### config.mk
export PLATFORM = sky130hd
export DESIGN_NAME = weekly_channel_event_scheduler_flat
export DESIGN_NICKNAME = d
export VERILOG_FILES = /design/src/hw/rtl/wcs_pkg.sv /design/src/hw/rtl/wcs_cmd_if.sv /design/src/hw/rtl/wcs_res_if.sv /design/src/hw/rtl/weekly_channel_event_scheduler.sv /design/src/flat_wrapper.sv
export SDC_FILE = /design/constraint.sdc
export NUM_CORES = 2
export LEC_CHECK = 0
export BUFFER_PORTS_ARGS = -buffer_cell sky130_fd_sc_hd__buf_2
export CORE_MARGIN = 2
export CORE_UTILIZATION = 45
export DETAILED_ROUTE_END_ITERATION = 12
export HOLD_SLACK_MARGIN = 0.03
export SYNTH_ARGS = -nofsm -noshare
export SYNTH_HDL_FRONTEND = slang
export SYNTH_SLANG_ARGS = --single-unit
### constraint.sdc
create_clock -name clk -period 19.6 [get_ports clk]
set_input_delay 3.92 -clock clk [delete_from_list [all_inputs] [get_ports clk]]
set_output_delay 3.92 -clock clk [all_outputs]
set_load 0.03 [all_outputs]
### src/hw/rtl/wcs_pkg.sv
`default_nettype none
// ----------------------------------------------------------------------------
// wcs_pkg: shared types and helpers of the weekly channel event scheduler
// Item layouts, action codes and the channel on/off updates of the busy and
// drive registers.
// ----------------------------------------------------------------------------
package wcs_pkg;

	localparam int CHANNELS            = 4;
	localparam int ENTRIES_PER_CHANNEL = 4;
	localparam int SLOTS               = CHANNELS * ENTRIES_PER_CHANNEL;
	localparam int SLOT_W              = $clog2(SLOTS);
	localparam int CNT_W               = $clog2(SLOTS + 1);
	localparam int CH_IDX_W            = 2;
	localparam int NORMAL_BUSY_LSB     = 4;
	localparam logic [15:0] MANUAL_SECS_RESET = 16'd600;

	localparam logic [1:0] CFG_HP_MASK     = 2'd0;
	localparam logic [1:0] CFG_MANUAL_SECS = 2'd1;

	typedef enum logic [2:0] {
		ACT_TICK      = 3'd0,
		ACT_WRITE     = 3'd1,
		ACT_MAN_START = 3'd2,
		ACT_MAN_STOP  = 3'd3,
		ACT_CLEAR     = 3'd4
	} action_t;

	typedef struct packed {
		logic [2:0]  action;
		logic [31:0] now_seconds;
		logic [16:0] second_of_day;
		logic [2:0]  weekday;
		logic [2:0]  channel;
		logic [1:0]  entry_index;
		logic [6:0]  entry_day_mask;
		logic [10:0] entry_start_minute;
		logic [15:0] entry_duration;
	} cmd_item_t;

	typedef struct packed {
		logic [3:0] channel_drive;
		logic [7:0] busy_bits;
		logic [2:0] manual_channel;
	} res_item_t;

	typedef struct packed {
		logic [15:0] duration;
		logic [10:0] start_minute;
		logic [6:0]  day_mask;
	} entry_t;

	typedef struct packed {
		logic [7:0] busy;
		logic [3:0] drive;
	} chan_state_t;

	function automatic chan_state_t chan_on(chan_state_t st, logic [CH_IDX_W-1:0] ch0,
			logic hp);
		chan_state_t r;
		logic [2:0]  nb;
		r  = st;
		nb = 3'(NORMAL_BUSY_LSB) + {1'b0, ch0};
		if (hp) begin
			r.busy[{1'b0, ch0}] = 1'b1;
		end else begin
			r.busy[nb] = 1'b1;
		end
		r.drive[ch0] = 1'b1;
		return r;
	endfunction

	function automatic chan_state_t chan_off(chan_state_t st, logic [CH_IDX_W-1:0] ch0);
		chan_state_t r;
		logic [2:0]  nb;
		r  = st;
		nb = 3'(NORMAL_BUSY_LSB) + {1'b0, ch0};
		r.busy[{1'b0, ch0}] = 1'b0;
		r.busy[nb]          = 1'b0;
		r.drive[ch0]        = 1'b0;
		return r;
	endfunction

endpackage

`default_nettype wire

### src/hw/rtl/wcs_cmd_if.sv
`default_nettype none
// ----------------------------------------------------------------------------
// wcs_cmd_if: command channel of the scheduler
// Valid/ready channel carrying one command beat.
// ----------------------------------------------------------------------------
interface wcs_cmd_if import wcs_pkg::*; ();
	logic      valid;
	logic      ready;
	cmd_item_t data;

	modport source (output valid, output data, input ready);
	modport sink   (input valid, input data, output ready);
endinterface

`default_nettype wire

### src/hw/rtl/wcs_res_if.sv
`default_nettype none
// ----------------------------------------------------------------------------
// wcs_res_if: result channel of the scheduler
// Valid/ready channel carrying one status beat.
// ----------------------------------------------------------------------------
interface wcs_res_if import wcs_pkg::*; ();
	logic      valid;
	logic      ready;
	res_item_t data;

	modport source (output valid, output data, input ready);
	modport sink   (input valid, input data, output ready);
endinterface

`default_nettype wire

### src/hw/rtl/weekly_channel_event_scheduler.sv
`default_nettype none
// ----------------------------------------------------------------------------
// weekly_channel_event_scheduler: per-channel weekly schedule table
// Command beats enter on cmd and every command returns one status beat on
// res: the drive levels, the busy bits and the manual channel after it.
// A tick walks the sixteen schedule entries held in two tables, one entry
// read per cycle and the previous entry's run start written back in the
// same cycle, then checks the manual run for its timeout.
// A tick passes through the table reads, a drain of the last read, the manual
// timeout check in S_DONE, the result load in S_EMIT and the return to idle
// before the next acceptance. Every other command goes straight to S_EMIT.
// The result sits in an output register, so a new command is accepted while
// the previous status beat still waits; if res stalls for longer, the block
// holds the next result and stops taking commands until res frees up.
// Reset clears every entry through per-entry valid bits at once, so the
// block is ready in the first cycle after reset. Configuration writes on
// cfg_wr_en must be made only while no command is in flight.
// ----------------------------------------------------------------------------
module weekly_channel_event_scheduler import wcs_pkg::*; (
	input  wire logic        clk,
	input  wire logic        arst_n,
	wcs_cmd_if.sink          cmd,
	wcs_res_if.source        res,
	input  wire logic        cfg_wr_en,
	input  wire logic [1:0]  cfg_idx,
	input  wire logic [15:0] cfg_wdata
);

	typedef enum logic [3:0] {
		S_IDLE = 4'b0001,
		S_WALK = 4'b0010,
		S_DONE = 4'b0100,
		S_EMIT = 4'b1000
	} state_t;

	state_t state_q, state_n;

	entry_t      set_mem [SLOTS];
	logic [31:0] run_mem [SLOTS];

	logic [SLOTS-1:0] set_valid_q, set_valid_n;
	logic [SLOTS-1:0] run_valid_q, run_valid_n;

	logic [3:0]  hp_mask_q;
	logic [15:0] manual_secs_q;

	chan_state_t cs_q, cs_n;
	logic [2:0]  man_ch_q, man_ch_n;
	logic [31:0] man_t_q, man_t_n;

	logic [31:0] now_q;
	logic [16:0] sod_q;
	logic [2:0]  wday_q;

	logic [CNT_W-1:0]  cnt_q;
	logic              rd_en;
	logic              vld_s1;
	logic [SLOT_W-1:0] slot_s1;
	entry_t            set_rd_s1;
	logic [31:0]       run_rd_s1;
	logic              sval_s1;
	logic              rval_s1;

	logic              set_we;
	logic [SLOT_W-1:0] set_waddr;
	entry_t            set_wdata;
	logic              run_we;
	logic [31:0]       run_wdata;

	logic      res_valid_q;
	res_item_t res_q;
	logic      res_load;

	logic                cmd_fire;
	logic                ch_ok;
	entry_t              eff_set;
	logic [31:0]         eff_run;
	logic [6:0]          today;
	logic                day_hit;
	logic                time_hit;
	logic [32:0]         run_end;
	logic [32:0]         man_end;
	logic [CH_IDX_W-1:0] slot_ch0;
	logic [CH_IDX_W-1:0] cmd_ch0;
	logic [CH_IDX_W-1:0] man_ch0;

	assign cmd.ready = (state_q == S_IDLE);
	assign cmd_fire  = cmd.valid && cmd.ready;
	assign ch_ok     = (cmd.data.channel >= 3'd1) && (cmd.data.channel <= 3'(CHANNELS));
	assign cmd_ch0   = CH_IDX_W'(cmd.data.channel - 3'd1);
	assign man_ch0   = CH_IDX_W'(man_ch_q - 3'd1);

	assign rd_en    = (state_q == S_WALK) && (cnt_q < CNT_W'(SLOTS));
	assign eff_set  = sval_s1 ? set_rd_s1 : '0;
	assign eff_run  = rval_s1 ? run_rd_s1 : '0;
	assign slot_ch0 = CH_IDX_W'(slot_s1 / ENTRIES_PER_CHANNEL);
	assign today    = 7'd1 << wday_q;
	assign day_hit  = (eff_set.day_mask & today) != 7'd0;
	assign time_hit = sod_q == ({6'd0, eff_set.start_minute} * 17'd60);
	assign run_end  = {1'b0, eff_run} + {17'd0, eff_set.duration};
	assign man_end  = {1'b0, man_t_q} + {17'd0, manual_secs_q};

	assign res_load = (state_q == S_EMIT) && (!res_valid_q || res.ready);

	always_comb begin
		state_n     = state_q;
		cs_n        = cs_q;
		man_ch_n    = man_ch_q;
		man_t_n     = man_t_q;
		set_valid_n = set_valid_q;
		run_valid_n = run_valid_q;
		set_we      = 1'b0;
		set_waddr   = SLOT_W'((32'(cmd.data.channel) - 32'd1) * ENTRIES_PER_CHANNEL
			+ 32'(cmd.data.entry_index));
		set_wdata   = '{duration: cmd.data.entry_duration,
			start_minute: cmd.data.entry_start_minute,
			day_mask: cmd.data.entry_day_mask};
		run_we      = 1'b0;
		run_wdata   = '0;
		case (state_q)
			S_IDLE: begin
				if (cmd_fire) begin
					state_n = S_EMIT;
					case (cmd.data.action)
						ACT_TICK: begin
							state_n = S_WALK;
						end
						ACT_WRITE: begin
							if (ch_ok && (32'(cmd.data.entry_index) < ENTRIES_PER_CHANNEL)) begin
								set_we                 = 1'b1;
								set_valid_n[set_waddr] = 1'b1;
							end
						end
						ACT_MAN_START: begin
							if (ch_ok && (man_ch_q == 3'd0) && (cs_q.busy[3:0] == 4'd0)) begin
								man_ch_n = cmd.data.channel;
								man_t_n  = cmd.data.now_seconds;
								cs_n     = chan_on(cs_q, cmd_ch0, hp_mask_q[cmd_ch0]);
							end
						end
						ACT_MAN_STOP: begin
							if (man_ch_q != 3'd0) begin
								cs_n = chan_off(cs_q, man_ch0);
							end
							man_ch_n = 3'd0;
							man_t_n  = '0;
						end
						ACT_CLEAR: begin
							cs_n        = '0;
							set_valid_n = '0;
							run_valid_n = '0;
						end
						default: begin
						end
					endcase
				end
			end
			S_WALK: begin
				if (vld_s1) begin
					if (eff_run == 32'd0) begin
						if (day_hit && time_hit) begin
							if (man_ch_q != 3'd0) begin
								cs_n = chan_off(cs_n, man_ch0);
							end
							man_ch_n = 3'd0;
							man_t_n  = '0;
							if ((cs_n.busy[3:0] == 4'd0) || !hp_mask_q[slot_ch0]) begin
								run_we               = 1'b1;
								run_wdata            = now_q;
								run_valid_n[slot_s1] = 1'b1;
								cs_n = chan_on(cs_n, slot_ch0, hp_mask_q[slot_ch0]);
							end
						end
					end else if ({1'b0, now_q} > run_end) begin
						run_we               = 1'b1;
						run_wdata            = '0;
						run_valid_n[slot_s1] = 1'b1;
						cs_n = chan_off(cs_n, slot_ch0);
					end
					if (!rd_en) begin
						state_n = S_DONE;
					end
				end
			end
			S_DONE: begin
				if ((man_t_q != 32'd0) && ({1'b0, now_q} > man_end)) begin
					if (man_ch_q != 3'd0) begin
						cs_n = chan_off(cs_q, man_ch0);
					end
					man_ch_n = 3'd0;
					man_t_n  = '0;
				end
				state_n = S_EMIT;
			end
			S_EMIT: begin
				if (res_load) begin
					state_n = S_IDLE;
				end
			end
			default: begin
				state_n = S_IDLE;
			end
		endcase
	end

	always_ff @(posedge clk) begin
		if (rd_en) begin
			set_rd_s1 <= set_mem[cnt_q[SLOT_W-1:0]];
			run_rd_s1 <= run_mem[cnt_q[SLOT_W-1:0]];
		end
		if (set_we) begin
			set_mem[set_waddr] <= set_wdata;
		end
		if (run_we) begin
			run_mem[slot_s1] <= run_wdata;
		end
	end

	always_ff @(posedge clk) begin
		if (rd_en) begin
			slot_s1 <= cnt_q[SLOT_W-1:0];
			sval_s1 <= set_valid_q[cnt_q[SLOT_W-1:0]];
			rval_s1 <= run_valid_q[cnt_q[SLOT_W-1:0]];
		end
		if (cmd_fire) begin
			now_q  <= cmd.data.now_seconds;
			sod_q  <= cmd.data.second_of_day;
			wday_q <= cmd.data.weekday;
		end
		if (res_load) begin
			res_q <= '{channel_drive: cs_q.drive, busy_bits: cs_q.busy,
				manual_channel: man_ch_q};
		end
	end

	always_ff @(posedge clk or negedge arst_n) begin
		if (!arst_n) begin
			state_q       <= S_IDLE;
			cs_q          <= '0;
			man_ch_q      <= '0;
			man_t_q       <= '0;
			set_valid_q   <= '0;
			run_valid_q   <= '0;
			hp_mask_q     <= '0;
			manual_secs_q <= MANUAL_SECS_RESET;
			cnt_q         <= '0;
			vld_s1        <= 1'b0;
			res_valid_q   <= 1'b0;
		end else begin
			state_q     <= state_n;
			cs_q        <= cs_n;
			man_ch_q    <= man_ch_n;
			man_t_q     <= man_t_n;
			set_valid_q <= set_valid_n;
			run_valid_q <= run_valid_n;
			vld_s1      <= rd_en;
			if (cmd_fire) begin
				cnt_q <= '0;
			end else if (rd_en) begin
				cnt_q <= cnt_q + CNT_W'(1);
			end
			if (res_load) begin
				res_valid_q <= 1'b1;
			end else if (res.ready) begin
				res_valid_q <= 1'b0;
			end
			if (cfg_wr_en) begin
				case (cfg_idx)
					CFG_HP_MASK:     hp_mask_q     <= cfg_wdata[3:0];
					CFG_MANUAL_SECS: manual_secs_q <= cfg_wdata;
					default: begin
					end
				endcase
			end
		end
	end

	assign res.valid = res_valid_q;
	assign res.data  = res_q;

	a_drive_matches_busy: assert property (@(posedge clk) disable iff (!arst_n)
		cs_q.drive == (cs_q.busy[3:0] | cs_q.busy[7:4]))
		else $error("drive levels disagree with busy bits");

	a_manual_channel_range: assert property (@(posedge clk) disable iff (!arst_n)
		man_ch_q <= 3'(CHANNELS))
		else $error("manual channel out of range");

	a_result_from_emit: assert property (@(posedge clk) disable iff (!arst_n)
		$rose(res_valid_q) |-> $past(state_q == S_EMIT))
		else $error("result beat raised outside the emit state");

	a_pipe_only_in_walk: assert property (@(posedge clk) disable iff (!arst_n)
		vld_s1 |-> (state_q == S_WALK))
		else $error("table read returned outside the walk");

endmodule

`default_nettype wire
### src/flat_wrapper.sv
// flat-port wrapper written by rule: the top's interface ports become plain ports
module weekly_channel_event_scheduler_flat import wcs_pkg::*;
  (clk, arst_n, cfg_wr_en, cfg_idx, cfg_wdata, cmd_valid, cmd_data, cmd_ready, res_valid, res_data, res_ready);
  wcs_cmd_if cmd_i ();
  wcs_res_if res_i ();
  input  wire logic clk;
  input  wire logic arst_n;
  input  wire logic cfg_wr_en;
  input  wire logic [1:0] cfg_idx;
  input  wire logic [15:0] cfg_wdata;
  input wire logic [$bits(cmd_i.valid)-1:0] cmd_valid;
  input wire logic [$bits(cmd_i.data)-1:0] cmd_data;
  output wire logic [$bits(cmd_i.ready)-1:0] cmd_ready;
  output wire logic [$bits(res_i.valid)-1:0] res_valid;
  output wire logic [$bits(res_i.data)-1:0] res_data;
  input wire logic [$bits(res_i.ready)-1:0] res_ready;
  assign cmd_i.valid = cmd_valid;
  assign cmd_i.data = cmd_data;
  assign cmd_ready = cmd_i.ready;
  assign res_valid = res_i.valid;
  assign res_data = res_i.data;
  assign res_i.ready = res_ready;
  weekly_channel_event_scheduler u_core (.clk(clk), .arst_n(arst_n), .cmd(cmd_i), .res(res_i), .cfg_wr_en(cfg_wr_en), .cfg_idx(cfg_idx), .cfg_wdata(cfg_wdata));
endmodule
Word-level counts from Yosys, hierarchy flattened
Memories as Yosys holds them, arrays and structs flattened. A register that Yosys moved wholly into a read port is not among the register bits.
Cells that the tools add are included.

cells by class
  shift-type cells = 1
  reductions and logical operators = 44
  $lt $le $gt $ge = 28
  muxes and demuxes = 104
  bitwise gates (word level) = 21
  add/sub/neg operators = 10
  eq/ne operators = 25
  multipliers = 1

operators by type and width
  operator             number
  $mux W32             12
  $mux W12             13
  $mux W16             8
  $pmux W32 S3         1
  $pmux W12 S3         2
  $add A32 B16 Y33     2
  $gt A32 B33 Y1       2
  $pmux W16 S2         2
  $pmux W32 S2         1
  $mux W34             1
  $and A8 B8 Y8        4
  $logic_not A32 Y1    1
  $or A16 B16 Y16      2
  $reduce_bool A32 Y1  1
  $mux W1              31
  $mux W4              5
  $logic_and A1 B1 Y1  19
  $mux W3              6
  $eq A17 B17 Y1       1
  $mux W8              2
  $not A4 Y8           2
  $not A8 Y8           2
  $or A8 B4 Y8         2
  $or A8 B8 Y8         2
  52 further kinds     110

word-level totals
  output and inout bits = 17
  input port bits = 117
  RAM bits = 1,056
  word-level logic and storage cells = 257
  register bits after elaboration = 183
  memories kept = 2

memories
  memory          depth  width  read ports  clocked after Yosys merged registers in  write ports  line                                  RTL
  u_core.set_mem  16     34     1           1                                        1            weekly_channel_event_scheduler.sv:38  entry_t set_mem [SLOTS];
  u_core.run_mem  16     32     1           1                                        1            weekly_channel_event_scheduler.sv:39  logic [31:0] run_mem [SLOTS];

Depth between registers and ports, before layout
  depth after elaboration = 22
  gate-level depth with buffers = 24
  mapped depth without buffers = 22

Worst setup path before layout
OpenSTA, ideal clock, no wires.

  kind = input port to flip-flop
  from = in cmd_valid
  to = mem u_core.set_mem[0][0] (netlist name), enable pin
  required time = 19,130 ps
  setup time = 470 ps
  slack = 10,528 ps
  stages on the path = 5
  arrival time = 8,601 ps
  buffers on the path = 1
  cells stage by stage = and2_1 -> clkbuf_1 -> and4_1 -> nand2_1 -> nor3_1

between the ends
  cells in the longest elaborated chain, start to end = 5

ends and longest elaborated chain
  element                        line                                   RTL
  from (decl)                    flat_wrapper.sv:11                     input wire logic [$bits(cmd_i.valid)-1:0] cmd_valid;
  $logic_and A1 B1 Y1            weekly_channel_event_scheduler.sv:88   assign cmd_fire = cmd.valid && cmd.ready;
  net u_core.cmd_fire            weekly_channel_event_scheduler.sv:74   logic cmd_fire;
  $mux W1                        weekly_channel_event_scheduler.sv:122  if (cmd_fire) begin
  $mux W1                        weekly_channel_event_scheduler.sv:120  case (state_q)
  $mux W1                        weekly_channel_event_scheduler.sv:211  if (set_we) begin
  $mux W1 (implied by the code)  weekly_channel_event_scheduler.sv:212  set_mem[set_waddr] <= set_wdata;
  to (decl)                      weekly_channel_event_scheduler.sv:38

The timed path passes the listed nets, and every way through them passes these cells.

Worst setup path after layout
  from = reg u_core.sval_s1
  to = mem u_core.run_mem[10][10], enable pin

between the ends
  cells in the longest elaborated chain, start to end = 10
  elaborated cells on any way between the ends = 15

ends and longest elaborated chain
  element                                                      line                                                                        RTL
  from (decl)                                                  weekly_channel_event_scheduler.sv:61                                        logic sval_s1;
  from (signal assigned)                                       weekly_channel_event_scheduler.sv:222                                       sval_s1 <= set_valid_q[cnt_q[SLOT_W-1:0]];
  $mux W34 *                                                   weekly_channel_event_scheduler.sv:94                                        assign eff_set = sval_s1 ? set_rd_s1 : '0;
  $mul A11 B4 Y15 / $and A7 B7 Y7 (equally long branches)      weekly_channel_event_scheduler.sv:99, weekly_channel_event_scheduler.sv:98
  $eq A17 B17 Y1 / $reduce_bool A7 Y1 (equally long branches)  weekly_channel_event_scheduler.sv:99, weekly_channel_event_scheduler.sv:98
  $logic_and A1 B1 Y1                                          weekly_channel_event_scheduler.sv:161                                       if (day_hit && time_hit) begin
  $mux W1                                                      weekly_channel_event_scheduler.sv:161
  $mux W1 *                                                    weekly_channel_event_scheduler.sv:160                                       if (eff_run == 32'd0) begin
  $mux W1 *                                                    weekly_channel_event_scheduler.sv:159                                       if (vld_s1) begin
  $mux W1 *                                                    weekly_channel_event_scheduler.sv:120
  $mux W1 *                                                    weekly_channel_event_scheduler.sv:214                                       if (run_we) begin
  $mux W1 (implied by the code) *                              weekly_channel_event_scheduler.sv:215                                       run_mem[slot_s1] <= run_wdata;
  to (decl)                                                    weekly_channel_event_scheduler.sv:39

Mark *: on every way between the ends. The rest lies on a longest branch, timed or not.

==> results.toml <==
[placement]
place_congestion = 0.868
pre_cts_ws_ns = 12.09
dp_hpwl_um = 79200
portBuffers = 133

[clocking]
cts-buffers-inserted = 134
h-tree-depth = 4
cts_root_buf = "clkbuf_16"
clk_latency_ns = 0.75
clock-sinks = 1305
cts_resized = 0
post_cts_buffers = 0
cts_buffer_depth = 3
hold_buffers = 0
clk_pin_slew_ns = 0.06
cts_tree = "built"

[yosys]
synth_edf_count = 1195
ys_top_cells_by_area = "edfxtp_1 (66%), mux4_2 (14%), dfrtp_1 (4.8%)"
synth_xor_area_frac = 0.0125
synth_fp_nets = 3169
dominantRegCellSynth = "edfxtp_1"
syn_avg_cell_area_um2 = 18.8
synth-seq-area-share = 0.708
syn-cell-area_um2 = 54600
synth_top_family_by_area = "multiplexers"
ys_types = 71
async_flop_share = 0.0843
synth-compound-area-share = 0.0382
ys_seq_elements = 1305
synthAdderAreaFrac = 0.0352
synth-simple-area-share = 0.0473
synth_area_leader_cell = "edfxtp_1"
syn_inst = 2911
synthMuxAreaShare = 0.146
synth_top_area_share = 0.657
ys_warn_count = 0

[detailed_routing]
vias = 28100
dr.pass1.iters = 5
wl_um = 132000
viasPerCell = 5.79
avgRoutedWirePerCell_um = 27.2
ant_nets = 0
drt_iter0_drc = 2456
drc = 0

[pwr]
clkPwrFrac = 0.449
p_leak_nw = 19.8
irDropWorstVdd_mv = 0.0982
power_switching_w = 0.00111
comb_power_share = 0.014
power_frac_seq = 0.537
internal-power_w = 0.00454
power_density_nw_per_um2 = 91.2
switching_share = 0.197

[die]
fp.dieArea_um2 = 124000
fp.coreArea_um2 = 120000
die_y_um = 352
row_count = 127
start_util = 0.455
die_w_um = 352
io_pins = 134

[run]
cap_violations = 0

[timing]
maxSlewViolCount = 0
fin_tns_setup_ns = 0
post-route-min-period_ns = 7.54
fmax_mhz = 133
worst_slack_ns = 12.06
maxSlewHeadroom = 0.117
period_share = 0.385
fin_worst_skew_ns = 0.0176
grt_setup_unrepaired = "false"
setup_viol = 0
worst_slew_pin_slew_ns = 1.32
hold_viol_final = 0

[setup_path]
end_kind = "flop"
regToRegSetupSlack_ns = 12.06
rr_endpoint = "u_core.run_mem[10][10]"
required_ns = 20.00
start_kind = "flop"
cp-endpoint = "u_core.run_mem[10][10]"
crit_start = "u_core.sval_s1"
worstReg2RegStart = "u_core.sval_s1"
r2r_cells = 21
critical_path_arrival_ns = 7.95
worst-path-max-fanout = 28
worstSetupPathType = "flop to flop"

[grt]
grt_start_max_net_pins = 143
track_usage = 0.214
grt_pass1_vias = 29400
grt_antenna_before_repair = 8
grt_pass1_wl_um = 196000
overflow = 0

[final_layout]
drive_gt1_frac = 0.249
nNetsFinal = 3378
area_growth_syn_to_layout_pct = 13.5

[hold_path]
worstHoldPathType = "flop to flop"

[run_status]
status = "finished clean"
==> area by class of cell <==
| cell class | instances | area, um2 |
|---|---|---|
| flip-flops and latches | 1305 | 38700 |
| clock buffers | 162 | 3630 |
| fillers | 9657 | 58200 |
| multi-input cells | 1418 | 15500 |
| inverters | 70 | 263 |
| diodes | 3 | 7.51 |
| well taps | 1612 | 2020 |
| repair buffers | 191 | 1130 |
| clock inverters | 82 | 763 |
==> cells in the final DEF (no fill, tap or decap), types with 13 or more instances in the layout <==
cell type  instances
inv_1             70
o21a_1            30
nor4_1            22
fa_1              21
a21oi_1           73
nand4_1           29
mux2_2            20
nor3_1            28
xnor2_1           45
nand2b_1          18
buf_2            132
mux4_2           343
nor2_1            56
clkinv_1          35
clkbuf_16        141
nand2_1          187
ha_1             120
o21ai_0           77
clkbuf_1          19
edfxtp_1        1195
xor2_1            33
a21o_1            33
buf_4             57
a211oi_1          17
clkinv_2          16
and2_1            64
dfrtp_1          101
nor2_4            13
nand3_1           25
==> synthesized netlist by cell type, types with 29 or more instances <==
master	number
edfxtp_1	1195
mux4_2	343
nand2_1	187
ha_1	120
dfrtp_1	105
clkbuf_1	87
o21ai_0	77
a21oi_1	73
inv_1	70
nor2_1	69
and2_1	65
xnor2_1	45
nor3_1	38
a21o_1	33
xor2_1	33
o21a_1	30
nand4_1	29
==> power groups by stage <==
stage	clock network (W)	logic, W	registers, W
final	0.00254	0.0000795	0.00303
after global routing	0.00270	0.0000893	0.00303
after CTS	0.00259	0.0000799	0.00303
after detailed placement	0	0.0000793	0.00309
after global placement	0	0.0000752	0.00309
after floorplan	0	0.0000364	0.00309
==> metrics by stage <==
stage	total power, W	util	cells	instance area [um2]	hold WS [ns]
2_1_floorplan	0.00312	-	2911	54600	0.423
3_3_place_gp	0.00316	0.479	4596	57600	0.454
3_5_place_dp	0.00317	0.479	4596	57600	0.465
4_1_cts	0.00570	0.516	4840	62000	0.477
5_1_grt	0.00582	0.516	4840	62000	0.483
6_report	0.00565	0.516	4843	62000	0.477
==> critical path: stages (launching register included) <==
cell	delay (ns)
edfxtp_1	0.72
and2_1	0.29
ha_1	0.37
and4_1	0.32
o2111ai_1	0.18
o211ai_1	0.27
a31oi_1	0.17
o21bai_1	0.66
and3_1	0.28
xor2_1	0.15
nand2_1	0.08
ha_1	0.30
and4_1	0.20
nor4bb_1	0.64
nand2_1	0.09
o21ai_0	0.18
o31ai_1	0.09
a41oi_1	0.39
o21ai_2	0.11
buf_4	0.26
nor4_4	0.86
buf_4	0.53
==> layer usage <==
layer	part of all wire	GRT usage	wire, um	vias up
met2	0.52	0.377	69200	808
met5	0.00033	0	44	-
met1	0.40	0.277	53400	14800
li1	-	-	-	12200
met3	0.046	0.0334	6100	204
met4	0.024	0.0595	3100	8
==> worst min-delay path by stage <==
stage / end / cells after the start / slack [ns] / from
CTS: u_core.run_valid_q[0] / 1 / 0.48 / u_core.run_valid_q[0]
global route: u_core.run_valid_q[11] / 1 / 0.48 / u_core.run_valid_q[11]
global placement: u_core.run_valid_q[13] / 1 / 0.45 / u_core.run_valid_q[13]
finish: u_core.run_valid_q[6] / 1 / 0.48 / u_core.run_valid_q[6]
detailed placement: u_core.run_valid_q[13] / 1 / 0.46 / u_core.run_valid_q[13]
floorplan: u_core.slot_s1[2] / 0 / 0.42 / u_core.cnt_q[2]
==> logic make-up (layout without fill, tap and decap cells) <==
kind of cell / Yosys count / in the layout
other: 0 / 3
adder cells (fa/ha/maj): 141 / 141
multiplexers: 366 / 366
AO/OA/AOI/OAI: 321 / 321
AND/OR/NAND/NOR: 512 / 512
buffers and inverters: 188 / 505
flip-flops: 1305 / 1305
XOR/XNOR: 78 / 78
==> state kept, by name, summed over array words and instances (netlist names) <==
signal                count
u_core.res.data          15
u_core.run_rd_s1         32
u_core.res.valid          1
u_core.rval_s1            1
u_core.set_valid_q       16
u_core.set_mem          544
u_core.run_mem          512
u_core.vld_s1             1
u_core.man_t_q           32
u_core.manual_secs_q     16
u_core.hp_mask_q          4
u_core.cs_q              12
u_core.state_q            4
u_core.wday_q             3
u_core.cnt_q              5
u_core.run_valid_q       16
u_core.sod_q             17
u_core.man_ch_q           3
u_core.sval_s1            1
u_core.slot_s1            4
u_core.now_q             32
u_core.set_rd_s1         34
(Power assumes the default switching activity.)
